[config.mk]
export PLATFORM = sky130hd
export DESIGN_NAME = bmf_div
export DESIGN_NICKNAME = d
export VERILOG_FILES = /design/src/bmf_pkg.sv /design/src/bmf_div.sv
export SDC_FILE = /design/constraint.sdc
export NUM_CORES = 1
export LEC_CHECK = 0
export BUFFER_PORTS_ARGS = -buffer_cell sky130_fd_sc_hd__buf_2
export CORE_MARGIN = 10
export CORE_UTILIZATION = 58
export DETAILED_ROUTE_END_ITERATION = 6
export PLACE_DENSITY = 0.84
export SYNTH_ARGS = -nofsm -noshare
export SYNTH_HDL_FRONTEND = slang
export SYNTH_SLANG_ARGS = --single-unit
[constraint.sdc]
create_clock -name i_clk -period 6.2 [get_ports i_clk]
set_clock_uncertainty 0.05 [all_clocks]
set_input_delay 1.86 -clock i_clk [delete_from_list [all_inputs] [get_ports i_clk]]
set_output_delay 1.86 -clock i_clk [all_outputs]
set_load 0.005 [all_outputs]
[src/bmf_pkg.sv]
`default_nettype none
package bmf_pkg;

    localparam int KH_W      = 4;
    localparam int KW_W      = 4;
    localparam int IW_W      = 11;
    localparam int IH_W      = 13;
    localparam int BM_W      = 2;
    localparam int PIX_W     = 8;
    localparam int CFG_IDX_W = 3;
    localparam int CFG_DAT_W = 13;
    localparam int RAD_W     = 3;
    localparam int OFS_W     = 4;
    localparam int AREA_W    = 8;
    localparam int SUM_W     = 16;

    typedef enum logic [CFG_IDX_W-1:0] {
        REG_KERNEL_HEIGHT = 3'd0,
        REG_KERNEL_WIDTH  = 3'd1,
        REG_IMAGE_WIDTH   = 3'd2,
        REG_IMAGE_HEIGHT  = 3'd3,
        REG_BORDER_MODE   = 3'd4,
        REG_BORDER_VALUE  = 3'd5
    } t_cfg_reg;

    typedef enum logic [BM_W-1:0] {
        BORDER_REFLECT   = 2'd0,
        BORDER_REPLICATE = 2'd1,
        BORDER_CONSTANT  = 2'd2
    } t_border;

    typedef enum logic [2:0] {
        S_IDLE,
        S_SCAN,
        S_FLUSH,
        S_DIVGO,
        S_DIVW,
        S_OUT
    } t_state;

endpackage
`default_nettype wire

[src/bmf_div.sv]
`default_nettype none
module bmf_div
    import bmf_pkg::*;
(
    input  wire logic              i_clk,
    input  wire logic              i_rst_n,
    input  wire logic              i_start,
    input  wire logic [SUM_W-1:0]  i_num,
    input  wire logic [AREA_W-1:0] i_den,
    output logic                   o_done,
    output logic [PIX_W-1:0]       o_quo
);

    localparam int CNT_W = $clog2(SUM_W);

    logic               r_busy;
    logic               r_done;
    logic [CNT_W-1:0]   r_cnt;
    logic [AREA_W:0]    r_rem;
    logic [SUM_W-1:0]   r_quo;
    logic [AREA_W:0]    shifted;
    logic               ge;

    assign shifted = {r_rem[AREA_W-1:0], r_quo[SUM_W-1]};
    assign ge      = shifted >= {1'b0, i_den};

    always_ff @(posedge i_clk) begin
        if (!i_rst_n) begin
            r_busy <= 1'b0;
            r_done <= 1'b0;
            r_cnt  <= '0;
        end else begin
            r_done <= 1'b0;
            if (i_start) begin
                r_busy <= 1'b1;
                r_cnt  <= '0;
            end else if (r_busy) begin
                r_cnt <= r_cnt + 1'b1;
                if (r_cnt == CNT_W'(SUM_W - 1)) begin
                    r_busy <= 1'b0;
                    r_done <= 1'b1;
                end
            end
        end
    end

    always_ff @(posedge i_clk) begin
        if (i_start) begin
            r_rem <= '0;
            r_quo <= i_num;
        end else if (r_busy) begin
            r_rem <= ge ? (shifted - {1'b0, i_den}) : shifted;
            r_quo <= {r_quo[SUM_W-2:0], ge};
        end
    end

    assign o_done = r_done;
    assign o_quo  = r_quo[PIX_W-1:0];

endmodule
`default_nettype wire

## Word-level counts from Yosys, hierarchy flattened

Cells that the tools add are included.

| storage, ports and cells | value |
|---|---|
| bits in registers | 30 |
| bits of input ports | 27 |
| word-level logic and storage cells | 21 |
| output and inout bits | 9 |

| operators by class | value |
|---|---|
| multiplexer cells | 7 |
| add/sub/neg operators | 2 |
| equal/unequal tests | 1 |
| reductions and logical operators | 3 |
| $lt $le $gt $ge | 1 |
| bitwise gates (word level) | 2 |

Operator list:

| kind | count |
|---|---|
| 2-to-1 mux 16 bit | 2 |
| greater-or-equal comparator 9 x 8 -> 1 bit | 1 |
| 2-to-1 mux 8 bit | 1 |
| subtractor 8 bit | 1 |
| adder 4 x 1 -> 4 bit, second input constant | 1 |
| == test 4 bit, second input constant | 1 |
| 2-to-1 mux 1 bit | 4 |
| OR reduction 3 bit | 1 |
| NOT 1 bit | 2 |
| nonzero test 2 bit | 1 |
| OR reduction 2 bit | 1 |

## Depth between registers and ports, before layout

| depth | value |
|---|---|
| word-level depth | 4 |
| mapped depth | 9 |
| gate-level depth less buffers | 9 |

## Worst setup path before layout

No wires, ideal clock.

| timing path | value |
|---|---|
| kind | input -> register |
| start point | input port i_den[3] |
| end point | register r_quo[0] (data pin) |
| path slack | 2.692 ns |
| data required time | 5.890 ns |
| stages | 8 |
| path buffers | 1 |
| data arrival time | 3.199 ns |
| setup time | 0.260 ns |
| path through | inv_1 > ha_1 > a21oi_1 > o22ai_1 > nor3_1 > o21ai_2 > buf_6 > mux2_2 |

| on the way | value |
|---|---|
| word-level cells in the longest chain between the ends | 3 |

Ends and longest elaborated chain:

| item | RTL line | source |
|---|---|---|
| from (decl) | bmf_div.sv:9 | `input wire logic [AREA_W-1:0] i_den,` |
| greater-or-equal comparator 9 x 8 -> 1 bit | bmf_div.sv:25 | `assign ge = shifted >= {1'b0, i_den};` |
| 2-to-1 mux 16 bit | bmf_div.sv:51 | `end else if (r_busy) begin` |
| 2-to-1 mux 16 bit | bmf_div.sv:48 | `if (i_start) begin` |
| to (signal assigned) | bmf_div.sv:50 | `r_quo <= i_num;` |
| to (signal assigned) | bmf_div.sv:53 | `r_quo <= {r_quo[SUM_W-2:0], ge};` |
| to (decl) | bmf_div.sv:20 | `logic [SUM_W-1:0] r_quo;` |

Every way passes these cells. The select of a mux whose other input is x is not followed.
A chain may end at the register's enable or synchronous reset.

## Worst setup path after layout

| timing path | value |
|---|---|
| start point | input port i_den[3] |
| end point | register r_rem[3] |

| on the way | value |
|---|---|
| word-level cells in the longest chain between the ends | 2 |
| elaborated cells on any way between the ends | 3 |
| those cells by class | add/sub (1); order compare (1); mux (1) |

Ends and longest elaborated chain:

| item | RTL line | source |
|---|---|---|
| subtractor 8 bit / greater-or-equal comparator 9 x 8 -> 1 bit (equally long branches) | bmf_div.sv:52, bmf_div.sv:25 |  |
| 2-to-1 mux 8 bit * | bmf_div.sv:52 | `r_rem <= ge ? (shifted - {1'b0, i_den}) : shifted;` |
| to (signal assigned) | bmf_div.sv:52 |  |
| to (decl) | bmf_div.sv:19 | `logic [AREA_W:0] r_rem;` |

Mark *: on every way between the ends. The rest lies on a longest branch, timed or not.

==> summary.txt <==
Outcome
  – Status: finished clean

GRT
  – Vias in the first global route: 1278
  – Largest net degree at the start of global routing: 26
  – GRT Util Overall: 13.5%
  – Initial antenna violation count: 0
  – First-pass GRT wire length: 5960 µm
  – Grt total ovfl: 0

Synthesis
  – Most instantiated cells after synthesis: edfxtp_1, mux2_2, nor2_1
  – Post-synthesis mux area share: 14.0%
  – Cell variety after synth: 37
  – Syn Area/Cell: 10.8 µm²
  – Synth warn: 0
  – FF+latch count, synth: 30
  – Post-synthesis sequential area ratio: 44.4%
  – Main combinational cell family by area after synthesis: multiplexers
  – Synthesized Nets: 195
  – Fraction of registers with async set or reset after synthesis: 0%
  – Xor/xnor share of the synthesized area: under 10%
  – Cell Area, Synth: about 1700 µm²
  – Synth area leader: edfxtp_1
  – Top_reg_cell synth: edfxtp_1
  – Simple-gate share of the synthesized area: 10.5%
  – Cells after Synth: around 160
  – Synth area leaders: edfxtp_1, dfxtp_1, mux2_2, ha_1, mux2i_1
  – Synth top area share: 28.1%
  – Compound-gate portion of the synthesized area: just under 10%
  – Post-synth EDFFs: 16
  – Adder-cell share of the synthesized area: 7.75%

Timing
  – Max-slew violation count: 0
  – Max frequency: 281 MHz
  – Tcrit/Tclk final: 57.3%
  – RSZ-0062 raised after global routing: no
  – Setup TNS: 0 ns
  – Slew headroom: 60.2%
  – Setup violators final: 0
  – Final min period: 3.55 ns
  – Worst Tran Pin Value: roughly 0.60 ns
  – Final number of hold-violating endpoints: 0

Drt
  – DRC violations left: 0
  – Starting DRT DRC Count: 82
  – Via count: roughly 1.2k
  – Post-DRT Antenna Nets: 0
  – Wirelength per Cell: around 16 µm
  – First-pass DRT Iterations: 4
  – DR vias/cell: 5.55
  – Drt total wl: approximately 3500 µm

Critical path
  – Worst r2r src: r_rem[2]$_SDFFE_PP0P_
  – Critical setup path kind: in -> reg
  – Reg-to-reg setup timing slack: 3.95 ns
  – Worst setup EP type: flip-flop
  – Crit path arrival time: about 3.7 ns
  – Startpoint types: input pin
  – Worst Path Required: 6.37 ns
  – CP Max Fanout: 12
  – Reg-to-Reg End: r_rem[3]$_SDFFE_PP0P_
  – Reg2reg path depth: 7
  – Critical Path Sink: r_rem[3]$_SDFFE_PP0P_
  – Setup crit start: i_den[3]

Pwr
  – Clock power share: 31.5%
  – Comb power frac: 20.7%
  – Flop pwr share: 47.8%
  – Static leakage: 0.812 nW
  – VDD IR-drop max: 0.000213 V
  – Int Pwr: 0.377 mW
  – Net Sw Frac: 25.4%
  – Net load switching power: roughly 0.13 mW
  – Pwr dens: roughly 270 nW/µm²

Placed design
  – Placer Congestion: 0.793
  – Cell Area, Placed: 1810 µm²
  – HPWL Detailed: ~2700 µm
  – I/O Buffers: 35

Final layout
  – Area of the multi-input gates: 792 µm²
  – Register area: 761 µm²
  – Share of layout cells above drive strength 1: ~33%
  – NumNets Final: 223
  – Design Area, Final: 1900 µm²
  – Area delta synth->final: 10.8%
  – Diode count: 0
  – Fillcell total: 217

CTS
  – Max Root-Sink Buffers: 2
  – CTS tree: built
  – Register clock-pin slew on the reported worst setup and hold paths: 0.09 ns
  – Post-CTS Resized: 0
  – Postcts setup bufs: 0
  – H-tree level count: 2
  – Root Driver: clkbuf_4
  – Hold-fix buffers, CTS: 0
  – Clock latency on the worst-skew pair: just over 0.3 ns
  – Total clock buffers created by CTS: 5
  – Num Clock Sinks: 30

Floorplan
  – Starting Density: 61.5%
  – Row count: 19
  – # IOs: 36
  – Area of the die: about 5500 µm²
  – Core area: around 2800 µm²
  – Die width: 74.3 µm
  – Die Ht: between 70 and 80 µm

Worst hold path
  – Hold Path Class: reg -> reg

Flow run
  – Max Cap Viol: 0
==> critical path, cell delays in order <==
cell and delay [ns]:
buf_2 0.07, inv_1 0.03, ha_1 0.35, a21oi_1 0.25, o22ai_1 0.13, nor3_1 0.26
o21ai_2 0.25, and3_2 0.27, nor4_1 0.23
==> cell families after synthesis <==
group                      Yosys count
AOI/OAI and AO/OA                   24
buffers and inverters               26
xor gates and xnor gates             8
muxes                               22
and+or+nand+nor                     38
DFF                                 30
adders and majority gates           10
==> stage by stage <==
stage                     instances  hold WS [ns]  worst slack [ns]  utilization (%)  total power [mW]
after floorplan                 158         0.389              2.69                -             0.329
after global placement          210         0.406              2.54             65.1             0.342
after detailed placement        210         0.413              2.41             65.1             0.349
after CTS                       218         0.434              2.65             68.2             0.507
after global routing            218         0.456              2.46             68.2             0.531
final                           218         0.435              2.65             68.2             0.505
==> placed cells by master (no fill, tap or decap), types with 4 or more instances in the layout <==
cell	n
a211oi_1	4
buf_2	35
clkbuf_4	5
dfxtp_1	14
edfxtp_1	16
ha_1	9
inv_1	12
mux2_2	16
mux2i_1	6
nand2_1	5
nand3_1	4
nor2_1	16
xnor2_1	4
xor2_1	4
==> how the worst min path moves through the flow <==
stage                                      from                 to  slack [ns]  cells after the start
after global placement    r_cnt[3]$_SDFFE_PP0P_  o_done$_SDFF_PP0_        0.41                      2
after global routing      r_cnt[3]$_SDFFE_PP0P_  o_done$_SDFF_PP0_        0.46                      2
final                     r_cnt[3]$_SDFFE_PP0P_  o_done$_SDFF_PP0_        0.44                      2
after CTS                 r_cnt[3]$_SDFFE_PP0P_  o_done$_SDFF_PP0_        0.43                      2
after floorplan           r_cnt[3]$_SDFFE_PP0P_  o_done$_SDFF_PP0_        0.39                      2
after detailed placement  r_cnt[3]$_SDFFE_PP0P_  o_done$_SDFF_PP0_        0.41                      2
==> layer usage <==
layer / up-vias / GRT usage (%) / routed length, µm
met5: - / 0 / 0
met4: 0 / 3.05 / 16
met3: 2 / 5.98 / 242
met2: 36 / 23.1 / 1870
met1: 564 / 15.2 / 1400
li1: 608 / - / -
==> layout make-up <==
cell class / count / share of cell area [%]
clock inverter: 1 / 1.58
sequential: 30 / 40.1
timing repair buffer: 35 / 9.23
multi-input combinational: 102 / 41.8
clock buffer: 7 / 2.90
inverter: 12 / 2.37
tap: 31 / 2.04
==> power groups by stage <==
| stage | clock [mW] | sequential, mW | combinational [mW] |
|---|---|---|---|
| 2_1_floorplan | 0 | 0.240 | 0.0887 |
| 3_3_place_gp | 0 | 0.244 | 0.0972 |
| 6_report | 0.159 | 0.241 | 0.105 |
| 5_1_grt | 0.169 | 0.244 | 0.118 |
| 4_1_cts | 0.161 | 0.241 | 0.105 |
| 3_5_place_dp | 0 | 0.245 | 0.104 |
==> registers in the layout, summed over array words and instances (netlist names) <==
register	count
r_rem	8
o_done	1
r_busy	1
r_quo	16
r_cnt	4
(Power assumes the default switching activity.)
